**config.mk**
```make
export PLATFORM = sky130hd
export DESIGN_NAME = clb_queue
export DESIGN_NICKNAME = d
export VERILOG_FILES = /design/src/rtl/core/clb_pkg.sv /design/src/rtl/core/clb_queue.sv
export SDC_FILE = /design/constraint.sdc
export NUM_CORES = 1
export LEC_CHECK = 0
export ABC_AREA = 1
export BUFFER_PORTS_ARGS = -buffer_cell sky130_fd_sc_hd__clkbuf_2
export CAP_MARGIN = 15
export CELL_PAD_IN_SITES_DETAIL_PLACEMENT = 0
export CELL_PAD_IN_SITES_GLOBAL_PLACEMENT = 1
export CORE_MARGIN = 4
export CORE_UTILIZATION = 44
export DETAILED_ROUTE_END_ITERATION = 16
export GPL_ROUTABILITY_DRIVEN = 0
export GPL_TIMING_DRIVEN = 0
export HOLD_SLACK_MARGIN = 0.05
export PLACE_DENSITY = 0.94
export RECOVER_POWER = 50
export SKIP_CTS_REPAIR_TIMING = 1
export SLEW_MARGIN = 25
export SYNTH_ARGS = -nofsm -noshare
export SYNTH_HDL_FRONTEND = slang
export SYNTH_SLANG_ARGS = --single-unit
```
**constraint.sdc**
```tcl
create_clock -name clk -period 5.46 [get_ports clk]
set_input_delay 0.273 -clock clk [delete_from_list [all_inputs] [get_ports clk]]
set_output_delay 0.273 -clock clk [all_outputs]
set_load 0.1 [all_outputs]
```
**src/rtl/core/clb_pkg.sv**
```systemverilog
package clb_pkg;

    localparam int NUM_CELLS      = 4096;
    localparam int SLOTS_PER_CELL = 15;
    localparam int INDEX_WIDTH    = 16;
    localparam int CELL_W         = 12;
    localparam int CNT_W          = 4;
    localparam int MEM_DEPTH      = NUM_CELLS * SLOTS_PER_CELL;
    localparam int MEM_AW         = $clog2(MEM_DEPTH);

    localparam logic [1:0] MODE_INSERT  = 2'd0;
    localparam logic [1:0] MODE_READ    = 2'd1;
    localparam logic [1:0] MODE_CLEAR   = 2'd2;
    localparam logic [1:0] MODE_IGNORED = 2'd3;

    localparam logic [2:0] REG_X_ORIGIN = 3'd0;
    localparam logic [2:0] REG_Y_ORIGIN = 3'd1;
    localparam logic [2:0] REG_Z_ORIGIN = 3'd2;
    localparam logic [2:0] REG_X_INV    = 3'd3;
    localparam logic [2:0] REG_Y_INV    = 3'd4;
    localparam logic [2:0] REG_Z_INV    = 3'd5;
    localparam logic [2:0] REG_X_BINS   = 3'd6;
    localparam logic [2:0] REG_Y_BINS   = 3'd7;

    typedef struct packed {
        logic [31:0] x_origin;
        logic [31:0] y_origin;
        logic [31:0] z_origin;
        logic [31:0] x_inv;
        logic [31:0] y_inv;
        logic [31:0] z_inv;
        logic [12:0] x_bins;
        logic [12:0] y_bins;
    } cfg_t;

    typedef struct packed {
        logic [1:0]             mode;
        logic                   oor;
        logic [CELL_W-1:0]      cell_idx;
        logic [INDEX_WIDTH-1:0] pidx;
        logic [3:0]             slot;
    } cmd_t;

    typedef struct packed {
        logic                   full;
        logic                   oor;
        logic [INDEX_WIDTH-1:0] rval;
        logic [CNT_W-1:0]       count;
        logic [3:0]             slot;
        logic [CELL_W-1:0]      cell_idx;
    } res_t;

endpackage

```
**src/rtl/core/clb_queue.sv**
```systemverilog
module clb_queue (
    input  logic          clk,
    input  logic          rst_n,
    input  logic          push,
    input  clb_pkg::cmd_t push_cmd,
    output logic          full,
    input  logic          pop,
    output logic          empty,
    output clb_pkg::cmd_t head
);
    import clb_pkg::*;

    cmd_t       slots_reg [2];
    logic       wr_ptr_reg, rd_ptr_reg;
    logic [1:0] fill_reg;

    assign full  = (fill_reg == 2'd2);
    assign empty = (fill_reg == 2'd0);
    assign head  = slots_reg[rd_ptr_reg];

    always_ff @(posedge clk)
    begin
        if (push && !full)
            slots_reg[wr_ptr_reg] <= push_cmd;
    end

    always_ff @(posedge clk or negedge rst_n)
    begin
        if (!rst_n)
        begin
            wr_ptr_reg <= 1'b0;
            rd_ptr_reg <= 1'b0;
            fill_reg   <= 2'd0;
        end
        else
        begin
            if (push && !full)
                wr_ptr_reg <= !wr_ptr_reg;
            if (pop && !empty)
                rd_ptr_reg <= !rd_ptr_reg;
            fill_reg <= fill_reg + 2'(push && !full) - 2'(pop && !empty);
        end
    end

endmodule

```
==> flow_summary_export.csv, run 1 <==
group,metric,value,unit
status,outcome,"finished with violations",
status,failed_checks,"max-capacitance violations, max-slew violations",
timing,layout_min_cycle_time,2430,ps
route,totalWireLength,4900,µm
worst_setup_path,arrival,2460,ps
timing,worst_hold_slack,130,ps
grt,grt_max_degree,36,
worst_setup_path,r2r_slack,3030,ps
worst_setup_path,critical_path_class,"flop to flop",
floorplan,ioPinCount,76,
synth,synth_seq_area_share,0.775,
layout,regArea,0.00220,mm²
synth,synth_area_leaders,"edfxtp_1 74%, nand2_1 14%, dfrtp_1 3.5%",
route,wl_met3,306,µm
worst_setup_path,cpMaxStageDelayCell,"nor2_1",
timing,fin_ws,3030,ps
timing,hold_viol_final,0,
floorplan,num_rows,29,
hold_path,worst_hold_path_type,"input pin to flop",
cts,clkTransAtPathRegs,70,ps
layout,largest_register_ffs,70,
layout,drive_gt1_frac,0.269,
worst_setup_path,path_cells,"nand2_1 > nand2_1 > nor2_1 > buf_16",
layout,nets,345,
floorplan,die_width,88.4,µm
timing,finalSetupViolCount,0,
hold_path,hold_depth,1,
synth,syn-num-nets,257,
synth,synth_area,0.00284,mm²
route,first_pass_iters,4,
worst_setup_path,critPathMaxStageDelay,1260,ps
layout,final_util,0.559,
layout,multi_input_area,512,µm²
place,place_worst_setup_slack,3750,ps
synth,synth.distinct_cells,12,
synth,syn-instance-count,216,
hold_path,min-delay-start,"push_cmd[31]",
synth,synth_top_area_frac,0.739,
timing,slew_headroom,-0.128,
timing,fin_tns_setup,0,ps
synth,synth-seq-cells,74,
route,dr_wl_met2,2590,µm
cts,ctsLongestPathBuffers,2,
floorplan,die_y,88.4,µm
run,max-cap-violations,1,
floorplan,initial_core_util,0.450,
worst_setup_path,cp-end-kind,"flop",
layout,num-fill-cells,536,
place,portBuffers,75,
synth,synth_area_per_cell,13.2,µm²
timing,fin_crit_sh,0.444,
route,drtIter0Drc,81,
worst_setup_path,critPathLaunchType,"flop",
grt,grt_pass1_vias,1619,
worst_setup_path,reg2reg_from,"fill_reg[1]$_DFF_PN0_",
worst_setup_path,crit_start,"fill_reg[1]$_DFF_PN0_",
synth,yosysWarningCount,0,
timing,rsz0062_at_grt,"false",
grt,grt_util_all_layers,0.133,
place,dp_hpwl,3360,µm
worst_setup_path,worst_ep_required_time,5490,ps
route,drc,0,
route,ant_nets,0,
grt,grt_antenna_before_repair,0,
route,highest_layer,"met4",
floorplan,die-area,0.00781,mm²
cts,cts_sinks,74,
worst_setup_path,r2r_end,"slots_reg[1][22]$_DFFE_PP_",
worst_setup_path,crit_top_cell,"nand2_1",
worst_setup_path,cp_max_fo,18,
layout,area_growth,24.1,%
cts,cts-root-buf,"clkbuf_8",
worst_setup_path,r2r_cells,4,
route,viasPerCell,4.45,
timing,slew_violations,18,
timing,final.setup_skew,6.13,ps
route,met1_length,1930,µm
layout,diodes,0,
cts,htreeDepth,3,
cts,insertion_delay,330,ps
timing,max_freq,0.412,GHz
route,via_count,1717,
synth,yosysTopAreaCell,"edfxtp_1",
grt,grt_overflow,0,
hold_path,hold_end,"slots_reg[1][31]$_DFFE_PP_",
route,routedWlPerCell,12.7,µm
timing,worstMarginPinSlew,1690,ps
floorplan,core,0.00631,mm²
cts,cts_buffers,9,
grt,grt_pass1_wl,7490,µm
cts,cts_tree,"yes",
-- metrics by stage --
step | cells | area (µm²)
2_1_floorplan | 216 | 2840
3_3_place_gp | 368 | 3310
3_5_place_dp | 369 | 3350
4_1_cts | 385 | 3560
5_1_grt | 386 | 3530
6_report | 386 | 3530
-- layout make-up --
class | count | share of cell area
flip-flops and latches | 74 | 0.624
multi-input cells | 124 | 0.145
repair buffers | 77 | 0.108
clock buffers | 9 | 0.0351
well taps | 77 | 0.0273
clock inverters | 7 | 0.0238
plain buffers | 7 | 0.0227
inverters | 11 | 0.0138
-- worst max-delay path, delay by kind of cell (launching register included) --
family	cells	cell delay, ps
AND/OR/NAND/NOR	3	1470
flip-flops	1	400
buffers and inverters	1	250
-- cells in the final DEF (no fill, tap or decap), drive strengths merged --
cell type    instances
nand2              118
clkbuf              84
edfxtp              70
inv                 11
buf                  8
dfrtp                4
clkinv               4
nand3                3
ha                   2
bufinv               2
nor2                 1
clkinvlp             1
dlygate4sd3          1
-- worst max-delay path by stage --
stage | end | slack [ps] | cells after the start
6_report | slots_reg[1][22]$_DFFE_PP_ | 3030 | 4
5_1_grt | slots_reg[1][22]$_DFFE_PP_ | 2820 | 4
4_1_cts | head[21] | 3490 | 6
3_5_place_dp | slots_reg[1][24]$_DFFE_PP_ | 3750 | 4
3_3_place_gp | slots_reg[1][15]$_DFFE_PP_ | 2230 | 3
2_1_floorplan | slots_reg[1][0]$_DFFE_PP_ | 3000 | 3
-- cells in the mapped netlist (all sizes together) --
| master | n |
|---|---|
| nor2 | 1 |
| edfxtp | 70 |
| buf | 7 |
| ha | 2 |
| nand2 | 118 |
| inv | 11 |
| nand3 | 3 |
| dfrtp | 4 |
-- layer usage --
metal,GRT usage,vias up
met2,0.228,46
met4,0.0618,0
met5,0,-
met3,0.0475,8
li1,-,887
met1,0.148,776
-- logic make-up after synthesis --
group,synth area share
DFF,0.775
buffers and inverters,0.0453
and+or+nand+nor,0.171
adders and majority gates,0.00880
Power of run 1 is not shown: default switching activity piles up to over one toggle a cycle in this logic, so the estimate is an artifact.
==> run 2, diff against run 1 <==
--- a/config.mk
+++ b/config.mk
@@ -5,7 +5,7 @@
 export SDC_FILE = /design/constraint.sdc
 export NUM_CORES = 1
 export LEC_CHECK = 0
-export ABC_AREA = 1
+export ABC_AREA = 0
 export BUFFER_PORTS_ARGS = -buffer_cell sky130_fd_sc_hd__clkbuf_2
 export CAP_MARGIN = 15
 export CELL_PAD_IN_SITES_DETAIL_PLACEMENT = 0
@@ -16,7 +16,7 @@
 export GPL_ROUTABILITY_DRIVEN = 0
 export GPL_TIMING_DRIVEN = 0
 export HOLD_SLACK_MARGIN = 0.05
-export PLACE_DENSITY = 0.94
+export PLACE_DENSITY = 0.9
 export RECOVER_POWER = 50
 export SKIP_CTS_REPAIR_TIMING = 1
 export SLEW_MARGIN = 25
==> constraint.sdc (replaced) <==
create_clock -name clk -period 2.4 [get_ports clk]
set_input_delay 0.12 -clock clk [delete_from_list [all_inputs] [get_ports clk]]
set_output_delay 0.12 -clock clk [all_outputs]
set_load 0.1 [all_outputs]
==> flow_summary_export.csv, run 2 <==
group,metric,value,unit
timing,worstMarginPinSlew,875,ps
floorplan,die_y,88.9,µm
route,drtIter0Drc,47,
timing,hold_viol_final,0,
place,dp_cells,281,
cts,htreeDepth,3,
grt,gr-usage-met2,0.198,
layout,nets,292,
timing,max_freq,0.535,GHz
synth,synth_common_cells,"70 x edfxtp_1, 29 x mux2_4, 6 x mux2_2",
timing,fin_crit_sh,0.779,
worst_setup_path,critPathMaxStageDelay,760,ps
place,dp_hpwl,3250,µm
cts,cts_sinks,74,
synth,syn-num-nets,168,
synth,async_flop_share,0.0541,
floorplan,die-area,0.00790,mm²
hold_path,worst_hold_path_type,"input pin to asynchronous set/reset pin",
synth,synth_area_per_cell,22.6,µm²
route,drc,0,
timing,slew_headroom,0.416,
layout,drive_gt1_frac,0.418,
cts,insertion_delay,330,ps
grt,grt_max_degree,21,
synth,synth.distinct_cells,15,
worst_setup_path,path_depth,3,
worst_setup_path,cp_top_family,"simple AND/OR/NAND/NOR gates",
worst_setup_path,cp-end-kind,"flop",
floorplan,num_rows,29,
route,routedWlPerCell,15.2,µm
synth,synth_edf_count,70,
layout,largest_register_ffs,70,
worst_setup_path,cp-endpoint,"slots_reg[1][14]$_DFFE_PP_",
synth,syn-instance-count,127,
worst_setup_path,critical_path_class,"flop to flop",
grt,grt_overflow,0,
worst_setup_path,path_cells,"nand2b_1 > and3_1 > buf_16",
synth,yosysTopAreaCell,"edfxtp_1",
cts,cts-root-buf,"clkbuf_8",
layout,layout_common_cells,"70 x edfxtp_1, 50 x clkbuf_2, 36 x dlygate4sd3_1",
synth,synth_seq_area_share,0.766,
floorplan,initial_core_util,0.453,
worst_setup_path,r2r_end,"slots_reg[1][14]$_DFFE_PP_",
timing,final.setup_skew,6.14,ps
floorplan,die_width,88.9,µm
timing,layout_min_cycle_time,1870,ps
place,portBuffers,75,
floorplan,ioPinCount,76,
grt,grt_pass1_vias,1449,
synth,yosysMostFrequentCell,"edfxtp_1",
synth,synth_area_leaders,"edfxtp_1 73%, mux2_4 15%, dfrtp_1 3.5%",
synth,dominantRegCellSynth,"edfxtp_1",
worst_setup_path,cpMaxStageDelayCell,"and3_1",
grt,met3_usage,0.0484,
route,totalWireLength,5070,µm
worst_setup_path,cp_max_fo,20,
grt,met1_usage,0.152,
grt,grt.busiest_layer,"met2",
floorplan,core,0.00635,mm²
grt,grt_util_all_layers,0.125,
synth,synth_area,0.00288,mm²
timing,finalSetupViolCount,0,
timing,rsz0062_at_grt,"false",
layout,final_cell_area,0.00393,mm²
route,first_pass_iters,3,
worst_setup_path,worst_ep_required_time,2440,ps
place,placed_area,0.00341,mm²
route,via_count,1534,
run,max-cap-violations,0,
worst_setup_path,reg2reg_from,"fill_reg[1]$_DFF_PN0_",
synth,yosysWarningCount,0,
synth,synth_top_area_frac,0.731,
cts,ctsLongestPathBuffers,2,
worst_setup_path,arrival,1910,ps
layout,area_growth,36.5,%
status,outcome,"completed",
worst_setup_path,critPathLaunchType,"flop",
cts,clkTransAtPathRegs,70,ps
worst_setup_path,cp_num_buf_inv,1,
cts,cts_tree,"yes",
worst_setup_path,r2r_cells,3,
layout,layout_commonest_cell,"edfxtp_1",
grt,grt_antenna_before_repair,0,
layout,instances_no_fill,333,
layout,diodes,0,
grt,grt_pass1_wl,6980,µm
worst_setup_path,crit_start,"fill_reg[1]$_DFF_PN0_",
route,ant_nets,0,
synth,synth-seq-cells,74,
cts,cts_buffers,9,
timing,slew_violations,0,
route,viasPerCell,4.61,
worst_setup_path,r2r_slack,530,ps
-- run 2: cell types whose count changed in the layout (fill, tap and decap cells not counted), moves of 6 or more --
cell	change
dlygate4sd3_1	+35
inv_1	-7
mux2_2	+6
mux2_4	+29
nand2_1	-107
nand2_2	-10
-- run 2: cell type report --
| cell class | instances | area [µm²] |
|---|---|---|
| Clock buffer | 10 | 128 |
| Sequential cell | 74 | 2200 |
| Multi-Input combinational cell | 47 | 606 |
| Fill cell | 451 | 2420 |
| Timing Repair Buffer | 113 | 759 |
| Buffer | 4 | 71.3 |
| Tap cell | 77 | 96.3 |
| Clock inverter | 6 | 57.6 |
| Inverter | 2 | 7.51 |
-- run 2: worst reg2reg max path: cells and delay by family (launching register included) --
family                 cells  cell delay [ps]
AND/OR/NAND/NOR            2              900
flip-flops                 1              420
buffers and inverters      1              250
-- run 2: per-stage QoR --
stage	TNS (ps)	hold WS [ps]	setup WS [ps]	util
6_report	0	145	531	0.619
5_1_grt	0	145	389	0.619
4_1_cts	0	-424	569	0.567
3_5_place_dp	0	-69.5	678	0.538
3_3_place_gp	-1830	-66.3	-54.4	0.528
2_1_floorplan	0	-176	163	-
-- run 2: worst min-delay path by stage --
stage / endpoint / slack [ps] / cells after the start
after detailed placement: wr_ptr_reg$_DFFE_PN0P_ / -70 / 1
after global routing: wr_ptr_reg$_DFFE_PN0P_ / 150 / 2
after floorplan: fill_reg[0]$_DFF_PN0_ / -180 / 0
final: wr_ptr_reg$_DFFE_PN0P_ / 140 / 2
after global placement: wr_ptr_reg$_DFFE_PN0P_ / -70 / 1
after CTS: wr_ptr_reg$_DFFE_PN0P_ / -420 / 1
-- run 2: logic make-up after synthesis --
group	Yosys count	share of synthesized area
xor+xnor	4	0.0122
simple gates	6	0.0113
flops	74	0.766
mux	35	0.175
fa+ha+maj	2	0.00870
buf+inv	6	0.0274
-- run 2: layer usage --
metal | share of wire | vias up | wire length, µm
li1 | - | 740 | -
met1 | 0.42 | 725 | 2110
met2 | 0.51 | 64 | 2560
met3 | 0.069 | 5 | 349
met4 | 0.010 | 0 | 51
met5 | 0 | - | 0
Power of run 2 is left out for the same reason.
==> run 3, diff against run 2 <==
--- a/config.mk
+++ b/config.mk
@@ -11,12 +11,12 @@
 export CELL_PAD_IN_SITES_DETAIL_PLACEMENT = 0
 export CELL_PAD_IN_SITES_GLOBAL_PLACEMENT = 1
 export CORE_MARGIN = 4
-export CORE_UTILIZATION = 44
+export CORE_UTILIZATION = 40
 export DETAILED_ROUTE_END_ITERATION = 16
 export GPL_ROUTABILITY_DRIVEN = 0
 export GPL_TIMING_DRIVEN = 0
 export HOLD_SLACK_MARGIN = 0.05
-export PLACE_DENSITY = 0.9
+export PLACE_DENSITY = 0.86
 export RECOVER_POWER = 50
 export SKIP_CTS_REPAIR_TIMING = 1
 export SLEW_MARGIN = 25
==> constraint.sdc (replaced) <==
create_clock -name clk -period 1.6 [get_ports clk]
set_input_delay 0.08 -clock clk [delete_from_list [all_inputs] [get_ports clk]]
set_output_delay 0.08 -clock clk [all_outputs]
set_load 0.1 [all_outputs]
==> flow_summary_export.csv, run 3 (synthesized netlist as in run 2, its figures left out) <==
group,metric,value,unit
route,drtIter0Drc,81,
worst_setup_path,path_depth,4,
timing,final.setup_skew,9.96,ps
timing,finalSetupViolCount,4,
timing,worstMarginPinSlew,539,ps
route,via_count,1577,
route,ant_nets,0,
worst_setup_path,r2r_cells,7,
timing,slew_headroom,0.643,
layout,layout_common_cells,"70 x edfxtp_1, 37 x dlygate4sd3_1, 29 x mux2_4, 29 x clkbuf_1, 28 x buf_6",
worst_setup_path,path_cells,"buf_6 > buf_12 > mux2_4 > buf_4",
grt,grt_overflow,0,
timing,fin_tns_setup,-74.2,ps
layout,largest_register_ffs,70,
worst_setup_path,critPathMaxStageDelay,370,ps
layout,layout_commonest_cell,"edfxtp_1",
floorplan,die_y,92.8,µm
cts,cts_sinks,74,
cts,ctsLongestPathBuffers,2,
grt,grt_util_all_layers,0.118,
worst_setup_path,cp-end-kind,"primary output",
floorplan,die-area,0.00861,mm²
timing,slew_violations,0,
worst_setup_path,critPathLaunchType,"flop",
timing,fin_ws,-35.7,ps
worst_setup_path,reg2reg_from,"fill_reg[1]$_DFF_PN0_",
cts,cts_buffers,9,
layout,nets,294,
worst_setup_path,r2r_slack,30,ps
worst_setup_path,cp_num_buf_inv,3,
cts,cts-root-buf,"clkbuf_8",
grt,grt_pass1_wl,7540,µm
cts,insertion_delay,340,ps
cts,htreeDepth,3,
timing,rsz0062_at_grt,"true",
timing,max_freq,0.611,GHz
place,dp_hpwl,3110,µm
floorplan,initial_core_util,0.416,
grt,grt_antenna_before_repair,0,
timing,hold_viol_final,0,
worst_setup_path,critical_path_class,"flop to primary output",
route,drc,0,
floorplan,num_rows,30,
layout,drive_gt1_frac,0.426,
worst_setup_path,cp_top_family,"buffers and inverters",
status,outcome,"finished with violations",
cts,clkTransAtPathRegs,70,ps
layout,diodes,0,
timing,fin_crit_sh,1.02,
worst_setup_path,cp_max_fo,10,
timing,layout_min_cycle_time,1640,ps
floorplan,ioPinCount,76,
hold_path,worst_hold_path_type,"input pin to asynchronous set/reset pin",
worst_setup_path,worst_ep_required_time,1520,ps
grt,grt_max_degree,36,
worst_setup_path,cpMaxStageDelayCell,"dfrtp_1",
grt,grt_pass1_vias,1508,
worst_setup_path,r2r_end,"fill_reg[1]$_DFF_PN0_",
run,max-cap-violations,0,
worst_setup_path,arrival,1560,ps
floorplan,die_width,92.8,µm
place,portBuffers,75,
route,viasPerCell,4.45,
route,first_pass_iters,5,
route,routedWlPerCell,15.2,µm
cts,cts_tree,"yes",
status,failed_checks,"negative setup slack",
floorplan,core,0.00691,mm²
layout,area_growth,44.1,%
route,totalWireLength,5370,µm
-- run 3: cell count changes in the layout (fill, tap and decap cells not counted), sizes merged --
cell / previous run / this run
buf: 6 / 42
clkinvlp: 2 / 1
dlygate4sd3: 36 / 37
clkbuf: 85 / 51
-- run 3: cell type report --
cell class | instances | area (µm²)
fill | 552 | 2760
sequential | 74 | 2200
timing repair buffer | 115 | 923
multi-input combinational | 47 | 633
clock buffer | 11 | 131
tap | 96 | 120
buffer | 4 | 71.3
clock inverter | 5 | 55.1
inverter | 2 | 7.51
-- run 3: worst max path at each step --
| stage | slack [ps] | start | to |
|---|---|---|---|
| 6_report | -40 | rd_ptr_reg$_DFFE_PN0P_ | head[14] |
| 5_1_grt | -100 | rd_ptr_reg$_DFFE_PN0P_ | head[14] |
| 4_1_cts | -400 | fill_reg[0]$_DFF_PN0_ | slots_reg[0][14]$_DFFE_PP_ |
| 3_5_place_dp | -390 | fill_reg[0]$_DFF_PN0_ | slots_reg[0][13]$_DFFE_PP_ |
| 3_3_place_gp | -330 | fill_reg[0]$_DFF_PN0_ | slots_reg[0][23]$_DFFE_PP_ |
| 2_1_floorplan | -290 | fill_reg[0]$_DFF_PN0_ | fill_reg[1]$_DFF_PN0_ |
-- run 3: per-layer routing --
layer / global-route usage / wire [µm]
met5: 0 / 0
met4: 0.0623 / 94
met3: 0.0447 / 324
met2: 0.182 / 2740
met1: 0.143 / 2220
-- run 3: stage by stage --
step	setup slack, ps	instances	cell area (µm²)	hold WS (ps)	util
finish	-35.7	354	4140	103	0.600
global route	-96.5	354	4140	116	0.600
CTS	-396	314	3580	-484	0.518
detailed placement	-393	298	3390	-105	0.491
global placement	-326	298	3390	-105	0.491
floorplan	-288	127	2900	-216	-
Power of run 3 is left out for the same reason.
